[config.mk]
export PLATFORM = sky130hd
export DESIGN_NAME = touch_swipe_gesture_detector_flat
export DESIGN_NICKNAME = d
export VERILOG_FILES = /design/src/hw/rtl/tsgd_pkg.sv /design/src/hw/rtl/tsgd_if.sv /design/src/hw/rtl/tsgd_chain.sv /design/src/hw/rtl/touch_swipe_gesture_detector.sv /design/src/flat_wrapper.sv
export SDC_FILE = /design/constraint.sdc
export NUM_CORES = 1
export LEC_CHECK = 0
export ABC_AREA = 1
export BUFFER_PORTS_ARGS = -buffer_cell sky130_fd_sc_hd__buf_2
export CORE_MARGIN = 3
export CORE_UTILIZATION = 30
export CTS_CLUSTER_SIZE = 40
export DETAILED_ROUTE_END_ITERATION = 12
export HOLD_SLACK_MARGIN = 0.02
export PLACE_DENSITY = 0.47
export SYNTH_ARGS = -nofsm -noshare
export SYNTH_HDL_FRONTEND = slang
export SYNTH_SLANG_ARGS = --single-unit
[constraint.sdc]
create_clock -name clk -period 3.1 [get_ports clk]
set_input_delay 0 -clock clk [delete_from_list [all_inputs] [get_ports clk]]
set_output_delay 0 -clock clk [all_outputs]
set_load 0.01 [all_outputs]
[src/hw/rtl/tsgd_pkg.sv]
`timescale 1ns / 1ps
`default_nettype none
// ----------------------------------------------------------------------------
// Swipe gesture detector package
// Event codes, fixed zone edges, register indexes and the result type.
// ----------------------------------------------------------------------------
package tsgd_pkg;

	typedef enum logic [2:0] {
		OP_SLOT  = 3'd0,
		OP_TRACK = 3'd1,
		OP_POS_X = 3'd2,
		OP_POS_Y = 3'd3,
		OP_OTHER = 3'd4
	} op_t;

	typedef enum logic [2:0] {
		REG_ENABLE     = 3'd0,
		REG_VIB_ENABLE = 3'd1,
		REG_VIB_MS     = 3'd2,
		REG_BOTTOM_Y   = 3'd3,
		REG_TOP_Y      = 3'd4,
		REG_LEFT_X     = 3'd5,
		REG_RIGHT_X    = 3'd6
	} reg_index_t;

	localparam int VALUE_W   = 16;
	localparam int EDGE_W    = 12;
	localparam int VIB_W     = 7;
	localparam int CFG_DATA_W = 12;

	localparam int EDGE_RL_MID = 750;
	localparam int EDGE_RL_LOW = 450;
	localparam int EDGE_LR_LOW = 350;
	localparam int EDGE_LR_MID = 630;

	localparam logic [VIB_W-1:0] VIB_MIN_MS = 7'd18;
	localparam logic [VIB_W-1:0] VIB_MAX_MS = 7'd100;

	localparam logic [VIB_W-1:0]  RST_VIB_MS   = 7'd30;
	localparam logic [EDGE_W-1:0] RST_BOTTOM_Y = 12'd1790;
	localparam logic [EDGE_W-1:0] RST_TOP_Y    = 12'd100;
	localparam logic [EDGE_W-1:0] RST_LEFT_X   = 12'd200;
	localparam logic [EDGE_W-1:0] RST_RIGHT_X  = 12'd880;

	typedef struct packed {
		logic             trigger;
		logic             vibrate;
		logic [VIB_W-1:0] vibrate_time;
	} result_t;

endpackage
`default_nettype wire

[src/hw/rtl/tsgd_if.sv]
`timescale 1ns / 1ps
`default_nettype none
// ----------------------------------------------------------------------------
// Swipe gesture detector channels
// Touch event channel and result channel, each with valid and ready.
// ----------------------------------------------------------------------------
interface tsgd_in_if;
	logic                             valid;
	logic                             ready;
	logic [2:0]                       op;
	logic signed [tsgd_pkg::VALUE_W-1:0] value;

	modport source (output valid, output op, output value, input ready);
	modport sink (input valid, input op, input value, output ready);
endinterface

interface tsgd_out_if;
	logic                           valid;
	logic                           ready;
	logic                           trigger;
	logic                           vibrate;
	logic [tsgd_pkg::VIB_W-1:0]     vibrate_time;

	modport source (output valid, output trigger, output vibrate, output vibrate_time,
		input ready);
	modport sink (input valid, input trigger, input vibrate, input vibrate_time,
		output ready);
endinterface
`default_nettype wire

[src/hw/rtl/tsgd_chain.sv]
`timescale 1ns / 1ps
`default_nettype none
// ----------------------------------------------------------------------------
// Swipe chain
// Three-zone swipe chain with two sticky zone flags, right-to-left or
// left-to-right.
// ----------------------------------------------------------------------------
module tsgd_chain #(
	parameter int CMP_W = 29,
	parameter bit RTL   = 1'b1
) (
	input  wire logic signed [CMP_W-1:0]            x,
	input  wire logic                               band,
	input  wire logic [tsgd_pkg::EDGE_W-1:0]        left_edge,
	input  wire logic [tsgd_pkg::EDGE_W-1:0]        right_edge,
	input  wire logic [1:0]                         prog,
	output logic      [1:0]                         prog_next,
	output logic                                    done
);

	logic signed [CMP_W-1:0] left_s;
	logic signed [CMP_W-1:0] right_s;
	logic signed [CMP_W-1:0] mid_s;
	logic signed [CMP_W-1:0] low_s;
	logic                    z1;
	logic                    z2;
	logic                    z3;
	logic                    f0;
	logic                    f1;

	assign left_s  = $signed({{(CMP_W-tsgd_pkg::EDGE_W){1'b0}}, left_edge});
	assign right_s = $signed({{(CMP_W-tsgd_pkg::EDGE_W){1'b0}}, right_edge});

	always_comb begin
		if (RTL) begin
			mid_s = $signed(CMP_W'(tsgd_pkg::EDGE_RL_MID));
			low_s = $signed(CMP_W'(tsgd_pkg::EDGE_RL_LOW));
			z1 = band && (x < right_s) && (x > mid_s);
			z2 = band && (x < mid_s) && (x > low_s);
			z3 = band && (x < low_s) && (x < left_s);
		end else begin
			mid_s = $signed(CMP_W'(tsgd_pkg::EDGE_LR_MID));
			low_s = $signed(CMP_W'(tsgd_pkg::EDGE_LR_LOW));
			z1 = band && (x > left_s) && (x < low_s);
			z2 = band && (x > low_s) && (x < mid_s);
			z3 = band && (x > mid_s) && (x > right_s);
		end
	end

	assign f0        = prog[0] | z1;
	assign f1        = prog[1] | (f0 & z2);
	assign prog_next = {f1, f0};
	assign done      = f0 & f1 & z3;

endmodule
`default_nettype wire

[src/hw/rtl/touch_swipe_gesture_detector.sv]
`timescale 1ns / 1ps
`default_nettype none
// ----------------------------------------------------------------------------
// Touch swipe gesture detector
// Tracks touch events and requests a power-key press when a three-zone
// swipe along the top or bottom band completes.
//
//   Channel  Direction  Contents
//   evt      in         op, value (one touch event per beat)
//   res      out        trigger, vibrate, vibrate_time (one per event)
//   cfg      in         cfg_we, cfg_index, cfg_data (register writes)
//
// Each event is evaluated in the cycle it is accepted and its result is
// registered, so one event per cycle is taken while the event channel is
// not stalled. While a result is held, a second output register takes one
// more event; the event channel then stalls and resumes in the cycle after
// the held result is taken. After reset the block is ready at once with the
// listed defaults.
// ----------------------------------------------------------------------------
module touch_swipe_gesture_detector #(
	parameter int COORD_BITS = 16
) (
	input  wire logic                                 clk,
	input  wire logic                                 arst_n,
	tsgd_in_if.sink                                   evt,
	tsgd_out_if.source                                res,
	input  wire logic                                 cfg_we,
	input  wire logic [2:0]                           cfg_index,
	input  wire logic [tsgd_pkg::CFG_DATA_W-1:0]      cfg_data
);

	localparam int CMP_W = COORD_BITS + tsgd_pkg::EDGE_W + 1;

	logic                              enable_q;
	logic                              vib_enable_q;
	logic [tsgd_pkg::VIB_W-1:0]        vib_ms_q;
	logic [tsgd_pkg::EDGE_W-1:0]       bottom_y_q;
	logic [tsgd_pkg::EDGE_W-1:0]       top_y_q;
	logic [tsgd_pkg::EDGE_W-1:0]       left_x_q;
	logic [tsgd_pkg::EDGE_W-1:0]       right_x_q;

	logic signed [COORD_BITS-1:0]      last_x_q;
	logic signed [COORD_BITS-1:0]      last_y_q;
	logic                              x_seen_q;
	logic                              y_seen_q;
	logic                              armed_q;
	logic [1:0]                        prog_q [4];
	logic [1:0]                        prog_next [4];
	logic [3:0]                        chain_done;

	logic signed [COORD_BITS-1:0]      coord;
	logic signed [COORD_BITS-1:0]      x_cur;
	logic signed [COORD_BITS-1:0]      y_cur;
	logic signed [CMP_W-1:0]           x_ext;
	logic signed [CMP_W-1:0]           y_ext;
	logic                              band_bot;
	logic                              band_top;
	logic                              is_x;
	logic                              is_y;
	logic                              clear_evt;
	logic                              eval;
	logic                              fire;
	logic                              accept;
	logic [tsgd_pkg::VIB_W-1:0]        cfg_vib;
	tsgd_pkg::result_t                 result;

	logic                              out_valid_q;
	tsgd_pkg::result_t                 out_data_q;
	logic                              skid_valid_q;
	tsgd_pkg::result_t                 skid_data_q;

	generate
		if (COORD_BITS >= tsgd_pkg::VALUE_W) begin : g_wide
			assign coord = COORD_BITS'(evt.value);
		end else begin : g_narrow
			assign coord = $signed(evt.value[COORD_BITS-1:0]);
		end
	endgenerate

	assign accept    = evt.valid && evt.ready;
	assign evt.ready = !skid_valid_q;

	assign is_x      = evt.op == tsgd_pkg::OP_POS_X;
	assign is_y      = evt.op == tsgd_pkg::OP_POS_Y;
	assign clear_evt = (evt.op == tsgd_pkg::OP_SLOT) ||
		((evt.op == tsgd_pkg::OP_TRACK) && (evt.value == -16'sd1));

	assign x_cur = is_x ? coord : last_x_q;
	assign y_cur = is_y ? coord : last_y_q;
	assign x_ext = CMP_W'(x_cur);
	assign y_ext = CMP_W'(y_cur);

	assign band_bot = y_ext > $signed({{(CMP_W-tsgd_pkg::EDGE_W){1'b0}}, bottom_y_q});
	assign band_top = y_ext < $signed({{(CMP_W-tsgd_pkg::EDGE_W){1'b0}}, top_y_q});

	assign eval = !clear_evt && (x_seen_q || is_x) && (y_seen_q || is_y);
	assign fire = eval && enable_q && armed_q && (|chain_done);

	tsgd_chain #(.CMP_W(CMP_W), .RTL(1'b1)) u_chain_bot_rl (
		.x(x_ext), .band(band_bot), .left_edge(left_x_q), .right_edge(right_x_q),
		.prog(prog_q[0]), .prog_next(prog_next[0]), .done(chain_done[0])
	);
	tsgd_chain #(.CMP_W(CMP_W), .RTL(1'b0)) u_chain_bot_lr (
		.x(x_ext), .band(band_bot), .left_edge(left_x_q), .right_edge(right_x_q),
		.prog(prog_q[1]), .prog_next(prog_next[1]), .done(chain_done[1])
	);
	tsgd_chain #(.CMP_W(CMP_W), .RTL(1'b1)) u_chain_top_rl (
		.x(x_ext), .band(band_top), .left_edge(left_x_q), .right_edge(right_x_q),
		.prog(prog_q[2]), .prog_next(prog_next[2]), .done(chain_done[2])
	);
	tsgd_chain #(.CMP_W(CMP_W), .RTL(1'b0)) u_chain_top_lr (
		.x(x_ext), .band(band_top), .left_edge(left_x_q), .right_edge(right_x_q),
		.prog(prog_q[3]), .prog_next(prog_next[3]), .done(chain_done[3])
	);

	always_comb begin
		result.trigger      = fire;
		result.vibrate      = fire && vib_enable_q;
		result.vibrate_time = (fire && vib_enable_q) ? vib_ms_q : '0;
	end

	assign cfg_vib = cfg_data[tsgd_pkg::VIB_W-1:0];

	always_ff @(posedge clk or negedge arst_n) begin
		if (!arst_n) begin
			enable_q     <= 1'b1;
			vib_enable_q <= 1'b0;
			vib_ms_q     <= tsgd_pkg::RST_VIB_MS;
			bottom_y_q   <= tsgd_pkg::RST_BOTTOM_Y;
			top_y_q      <= tsgd_pkg::RST_TOP_Y;
			left_x_q     <= tsgd_pkg::RST_LEFT_X;
			right_x_q    <= tsgd_pkg::RST_RIGHT_X;
		end else if (cfg_we) begin
			case (cfg_index)
				tsgd_pkg::REG_ENABLE:     enable_q     <= cfg_data[0];
				tsgd_pkg::REG_VIB_ENABLE: vib_enable_q <= cfg_data[0];
				tsgd_pkg::REG_VIB_MS: begin
					if (cfg_vib >= tsgd_pkg::VIB_MIN_MS && cfg_vib <= tsgd_pkg::VIB_MAX_MS) begin
						vib_ms_q <= cfg_vib;
					end
				end
				tsgd_pkg::REG_BOTTOM_Y:   bottom_y_q   <= cfg_data;
				tsgd_pkg::REG_TOP_Y:      top_y_q      <= cfg_data;
				tsgd_pkg::REG_LEFT_X:     left_x_q     <= cfg_data;
				tsgd_pkg::REG_RIGHT_X:    right_x_q    <= cfg_data;
				default: ;
			endcase
		end
	end

	always_ff @(posedge clk or negedge arst_n) begin
		if (!arst_n) begin
			last_x_q <= '0;
			last_y_q <= '0;
			x_seen_q <= 1'b0;
			y_seen_q <= 1'b0;
			armed_q  <= 1'b1;
			for (int i = 0; i < 4; i++) begin
				prog_q[i] <= '0;
			end
		end else if (accept) begin
			if (clear_evt) begin
				armed_q <= 1'b1;
				for (int i = 0; i < 4; i++) begin
					prog_q[i] <= '0;
				end
			end else begin
				last_x_q <= x_cur;
				last_y_q <= y_cur;
				if (eval) begin
					x_seen_q <= 1'b0;
					y_seen_q <= 1'b0;
					if (enable_q) begin
						for (int i = 0; i < 4; i++) begin
							prog_q[i] <= prog_next[i];
						end
						if (|chain_done) begin
							armed_q <= 1'b0;
						end
					end
				end else begin
					x_seen_q <= x_seen_q || is_x;
					y_seen_q <= y_seen_q || is_y;
				end
			end
		end
	end

	// The skid entry only fills while the output register is held.
	always_ff @(posedge clk or negedge arst_n) begin
		if (!arst_n) begin
			out_valid_q  <= 1'b0;
			skid_valid_q <= 1'b0;
		end else if (!out_valid_q || res.ready) begin
			if (skid_valid_q) begin
				out_valid_q  <= 1'b1;
				skid_valid_q <= 1'b0;
			end else begin
				out_valid_q <= accept;
			end
		end else if (accept) begin
			skid_valid_q <= 1'b1;
		end
	end

	always_ff @(posedge clk) begin
		if (!out_valid_q || res.ready) begin
			if (skid_valid_q) begin
				out_data_q <= skid_data_q;
			end else if (accept) begin
				out_data_q <= result;
			end
		end else if (accept) begin
			skid_data_q <= result;
		end
	end

	assign res.valid        = out_valid_q;
	assign res.trigger      = out_data_q.trigger;
	assign res.vibrate      = out_data_q.vibrate;
	assign res.vibrate_time = out_data_q.vibrate_time;

endmodule
`default_nettype wire
[src/flat_wrapper.sv]
// flat-port wrapper written by rule: the top's interface ports become plain ports
module touch_swipe_gesture_detector_flat 
#(
	parameter int COORD_BITS = 16
)
  (clk, arst_n, cfg_we, cfg_index, cfg_data, evt_valid, evt_op, evt_value, evt_ready, res_valid, res_trigger, res_vibrate, res_vibrate_time, res_ready);
  tsgd_in_if evt_i ();
  tsgd_out_if res_i ();
  input  wire logic clk;
  input  wire logic arst_n;
  input  wire logic cfg_we;
  input  wire logic [2:0] cfg_index;
  input  wire logic [tsgd_pkg::CFG_DATA_W-1:0] cfg_data;
  input wire logic [$bits(evt_i.valid)-1:0] evt_valid;
  input wire logic [$bits(evt_i.op)-1:0] evt_op;
  input wire logic [$bits(evt_i.value)-1:0] evt_value;
  output wire logic [$bits(evt_i.ready)-1:0] evt_ready;
  output wire logic [$bits(res_i.valid)-1:0] res_valid;
  output wire logic [$bits(res_i.trigger)-1:0] res_trigger;
  output wire logic [$bits(res_i.vibrate)-1:0] res_vibrate;
  output wire logic [$bits(res_i.vibrate_time)-1:0] res_vibrate_time;
  input wire logic [$bits(res_i.ready)-1:0] res_ready;
  assign evt_i.valid = evt_valid;
  assign evt_i.op = evt_op;
  assign evt_i.value = evt_value;
  assign evt_ready = evt_i.ready;
  assign res_valid = res_i.valid;
  assign res_trigger = res_i.trigger;
  assign res_vibrate = res_i.vibrate;
  assign res_vibrate_time = res_i.vibrate_time;
  assign res_i.ready = res_ready;
  touch_swipe_gesture_detector #(.COORD_BITS(COORD_BITS)) u_core (.clk(clk), .arst_n(arst_n), .evt(evt_i), .res(res_i), .cfg_we(cfg_we), .cfg_index(cfg_index), .cfg_data(cfg_data));
endmodule
==> impl_summary.md <==
Run status
The flow ran to the end, and the final reports show no timing, DRC or antenna violations.

Global route
For this run, the total global-route usage over all layers was measured as 16.2%. The initial antenna violation count is 0. The via count of the first global-routing pass is 5836. Entering global routing, the biggest net connects 51 pins. The first global-routing pass estimated 32.1 mm of wire. Summed over all layers, the global routing overflow is 0.

Logic synthesis
The commonest cells after synthesis are 271 x sky130_fd_sc_hd__nand2_1, 132 x sky130_fd_sc_hd__inv_1, 100 x sky130_fd_sc_hd__o21ai_0, 76 x sky130_fd_sc_hd__dfrtp_1, 53 x sky130_fd_sc_hd__nor2_1. The share of synthesized flip-flops with an asynchronous set or reset is 85.0%. The number of library cell types mapped by synthesis is 39.

The cell count after synthesis is 896. The synthesized flop and latch total is 120. The complex-gate fraction of the synthesized area is 13.5%. The top cell type's share of synthesized area is 27.1%. The fraction of synthesized cell area in xor and xnor cells is 0%. The count of yosys warnings during synthesis is 0.

After Yosys synthesis, full adders, half adders and majority gates account for 8.03% of the synthesized area. In the synthesized netlist the dominant register cell turns out to be sky130_fd_sc_hd__dfrtp_1. The average instance in the mapped netlist occupies 7.83 um^2.

Summed over all instances, the cell type with the most area after synthesis is sky130_fd_sc_hd__dfrtp_1. The number of enable flip-flop cells after synthesis is 18. In this run the cell area of the synthesized design comes to 7010 um^2. After synthesis, the largest family of logic cells by area is simple AND/OR/NAND/NOR gates. By area the synthesized netlist is led by sky130_fd_sc_hd__dfrtp_1 27%, sky130_fd_sc_hd__nand2_1 15%, sky130_fd_sc_hd__dfstp_2 9.7%, sky130_fd_sc_hd__ha_1 8.0%, sky130_fd_sc_hd__edfxtp_1 7.7%.

The basic-gate share of the synthesized area counting and, or, nand and nor cells is 24.7%. By instance count, the leading cell after synthesis is sky130_fd_sc_hd__nand2_1. Counting every net in the synthesized netlist gives 980. The portion of synthesized area spent on multiplexers is 0%. Of the synthesized area, sequential elements account for 44.6%.

Setup path
In this run the critical register-to-register path is launched from u_core.last_y_q[5]. The cell with the largest stage delay on the worst path is sky130_fd_sc_hd__dfrtp_1. The worst setup path is captured at a register. In this run the critical register-to-register path is captured at u_core.res.vibrate_time[4]. Data on the critical path arrives at its endpoint at 3.08 ns. In this run the worst path has a maximum fanout of 6. The critical path goes through nand2_1, o21ai_1, buf_4, ha_4, nand2_2, nor2_4, nand4_1, nand3b_1, nand3_4, inv_2, nand3_2, nand2_2, o211ai_1, nand2_2, nor2_4, nor2_8, nand4_1, nand2_1. The dominant cell type by count on the critical path is sky130_fd_sc_hd__nand2_2. The maximum cell stage delay along the critical path is 0.39 ns. For the worst setup path, the data required time is 3.28 ns. By startpoint and endpoint, the worst setup path is classified as register to register.

The number of cells on the worst reg-to-reg path is 18. The setup check on the worst reg-to-reg path leaves a slack of 0.19 ns. STA classifies the critical path startpoint as a register.

Drt
For this run, design rule violations remaining after detail routing come to 0. The detail route stage leaves a number of antenna-violating nets equal to 0. The via count is 6001. After detailed routing, the number of vias per cell comes to 4.51. The total iterations of the first detailed-routing run is 5.

The first routing iteration left 421 violations. Summed over all layers, the routed wires come to 19.7 mm. After detailed routing, the average wire length per cell comes to 14.8 um.

Final layout
The area growth from synthesis to final layout is 24.8%. The number of inserted diodes is 0. The final cell utilization of the core is 38.4%. The share of final-layout standard cells stronger than drive strength 1 is 20.1%. For this run, the post-layout net count is 1088. After routing the design area is 8750 um^2.

Die
In this run the standard cell core region covers 22800 um^2. The starting density of the core is 30.8%. The floorplan step defined a die boundary enclosing 25200 um^2. In this run the core area contains 55 standard-cell rows. The number of primary I/O pins is 50. The die is 159 um wide. The die height is 159 um.

Timing
The number of max-slew violations in the final report was 0. For the pin with the worst max-slew slack, the measured transition is 0.976 ns. Setup violations remaining at the end of the flow were counted as 0.

The clock skew after layout is 0.0123 ns. The share of the cycle needed by the critical path after routing is 93.7%. The worst setup margin is 0.195 ns. The fmax is 0.344 GHz. Measured against its own limit, the worst slew margin works out to 34.8%. For the finished layout, the period the worst path requires is 2.91 ns. Adding up every negative setup slack in the final design gives 0 ns. The count of final hold-check violations is 0.

Place
The post-placement setup slack is -0.0229 ns. Routability-driven placement finished with a final weighted congestion of 0.863. The placed instances occupy a cell area of 7820 um^2. The post-DP HPWL is 14.9 mm. In this run the tool buffered the top-level ports with 49 buffer cells.

CTS
TritonCTS built the clock tree. The root buffer cell chosen for the clock tree is sky130_fd_sc_hd__clkbuf_16. The maximum buffer depth of the clock tree is 2.

Clock-pin slew was measured on the worst setup and hold paths at 0.06 ns. The number of clock buffers added by TritonCTS is 17. The clock net in this run drives a total of 120 sinks. The clock insertion delay at the later pin of the skew report is 0.42 ns. The level count of the clock H-tree is 4.

Power and ir drop
Of the total power, combinational logic draws 31.8%. The leakage component of the power is 0.00435 uW. The clock share of power is 32.9%. The worst-case IR drop observed on VDD is 0.397 mV. The share of total power dissipated in sequential elements is 35.3%. The power per cell area is 686 nW/um^2.

In this run the power spent charging and discharging nets is 2180 uW. Internal power comes to 3830 uW. The share of total power consumed by net switching is 36.2%.

Worst hold path
In this run the worst hold path is classified as input pin to register. The end point of the most critical hold path is u_core.left_x_q[5]. The hold path startpoint is cfg_data[5]. The depth of the worst hold-timing path is 3.

Job
The max-cap violation count is 0.
==> layout by cell type, fill, tap and decap left out, types with 2 or more instances in the layout <==
| master | n |
|---|---|
| sky130_fd_sc_hd__o211ai_1 | 6 |
| sky130_fd_sc_hd__o21ai_1 | 10 |
| sky130_fd_sc_hd__clkinv_1 | 2 |
| sky130_fd_sc_hd__clkbuf_16 | 17 |
| sky130_fd_sc_hd__inv_8 | 3 |
| sky130_fd_sc_hd__buf_4 | 39 |
| sky130_fd_sc_hd__nand3_2 | 3 |
| sky130_fd_sc_hd__ha_1 | 42 |
| sky130_fd_sc_hd__ha_4 | 3 |
| sky130_fd_sc_hd__o21a_1 | 4 |
| sky130_fd_sc_hd__clkinvlp_4 | 3 |
| sky130_fd_sc_hd__o21bai_1 | 3 |
| sky130_fd_sc_hd__nand2_1 | 266 |
| sky130_fd_sc_hd__inv_6 | 6 |
| sky130_fd_sc_hd__nor2_1 | 51 |
| sky130_fd_sc_hd__nor3_1 | 5 |
| sky130_fd_sc_hd__nand3b_1 | 2 |
| sky130_fd_sc_hd__a21oi_1 | 26 |
| sky130_fd_sc_hd__clkinv_4 | 2 |
| sky130_fd_sc_hd__inv_1 | 132 |
| sky130_fd_sc_hd__nand2_2 | 10 |
| sky130_fd_sc_hd__nand3_1 | 18 |
| sky130_fd_sc_hd__nor2_4 | 5 |
| sky130_fd_sc_hd__o21ai_0 | 95 |
| sky130_fd_sc_hd__o21ai_2 | 10 |
| sky130_fd_sc_hd__buf_2 | 48 |
| sky130_fd_sc_hd__a31oi_1 | 2 |
| sky130_fd_sc_hd__a211oi_1 | 3 |
| sky130_fd_sc_hd__dlygate4sd3_1 | 24 |
| sky130_fd_sc_hd__dfrtp_1 | 76 |
| sky130_fd_sc_hd__edfxtp_1 | 18 |
| sky130_fd_sc_hd__nand3_4 | 2 |
| sky130_fd_sc_hd__nor2_2 | 11 |
| sky130_fd_sc_hd__inv_2 | 6 |
| sky130_fd_sc_hd__dfstp_2 | 26 |
| sky130_fd_sc_hd__nand4_1 | 24 |
==> area by class of cell <==
type                            instances  area [um^2]
Fill cell                            2398        14000
Multi-Input combinational cell        613         3340
Sequential cell                       120         3130
Timing Repair Buffer                  112          793
Inverter                              140          526
Clock buffer                           17          425
Tap cell                              313          392
Clock inverter                         15          156
==> flip-flops by register name, indices dropped and copies added (netlist names) <==
register / count
u_core.armed_q: 1
u_core.top_y_q: 12
u_core.vib_ms_q: 7
u_core.vib_enable_q: 1
u_core.prog_q: 8
u_core.right_x_q: 12
u_core.res.vibrate: 1
u_core.x_seen_q: 1
u_core.skid_data_q: 9
u_core.res.valid: 1
u_core.left_x_q: 12
u_core.enable_q: 1
u_core.bottom_y_q: 12
u_core.last_x_q: 16
u_core.y_seen_q: 1
u_core.res.trigger: 1
u_core.res.vibrate_time: 7
u_core.last_y_q: 16
u_core.skid_valid_q: 1
==> worst max-delay path by stage <==
stage,startpoint,end,slack [ns],depth (start not counted)
6_report,u_core.last_y_q[5],u_core.res.vibrate_time[4],0.19,18
5_1_grt,u_core.last_y_q[3],u_core.res.vibrate_time[4],-0.02,22
4_1_cts,u_core.last_y_q[7],u_core.res.vibrate,0.1,18
3_5_place_dp,evt_op[2],u_core.res.vibrate,-0.02,20
3_3_place_gp,evt_op[2],u_core.res.vibrate,-0.008,21
2_1_floorplan,evt_op[2],u_core.res.vibrate,0.50,21
==> power by group through the flow <==
stage / registers (uW) / logic (uW) / clock network (uW)
6_report: 2120 / 1910 / 1970
3_3_place_gp: 2140 / 1800 / 0
3_5_place_dp: 2140 / 1820 / 0
5_1_grt: 2160 / 2210 / 2110
4_1_cts: 2120 / 1860 / 2020
2_1_floorplan: 2080 / 1240 / 0
==> what timing repair did <==
action	4_1_cts	5_1_grt
hold buffers	24	0
hold endpoints to repair	77	0
setup buffers	0	2
setup endpoints to repair	0	17
gates resized for setup	0	19
==> routing by layer <==
metal	routed length [um]	track usage [%]	vias up	share of wire, %
li1	-	-	3109	-
met1	9920	22.9	2773	50
met2	8730	25.0	99	44
met3	601	2.87	20	3.0
met4	479	5.41	0	2.4
met5	0	0	-	0
==> critical path: cells and delay by family (launching register included) <==
kind,cells,cell delay [ns]
AOI/OAI and AO/OA,2,0.17
DFF,1,0.39
adders and majority gates,1,0.27
and+or+nand+nor,13,1.62
buffers and inverters,2,0.22
==> cell families after synthesis <==
group                      Yosys count
and+or+nand+nor                    400
AOI/OAI and AO/OA                  166
buffers and inverters              165
DFF                                120
adders and majority gates           45
==> per-stage QoR <==
stage	cells	hold WS [ns]	power, uW
after floorplan	896	-0.296	3320
after global routing	1330	0.0383	6480
after global placement	1270	0.0919	3950
after detailed placement	1270	0.102	3960
after CTS	1326	0.0272	6000
final	1330	0.0298	6000
(Power assumes the default switching activity.)
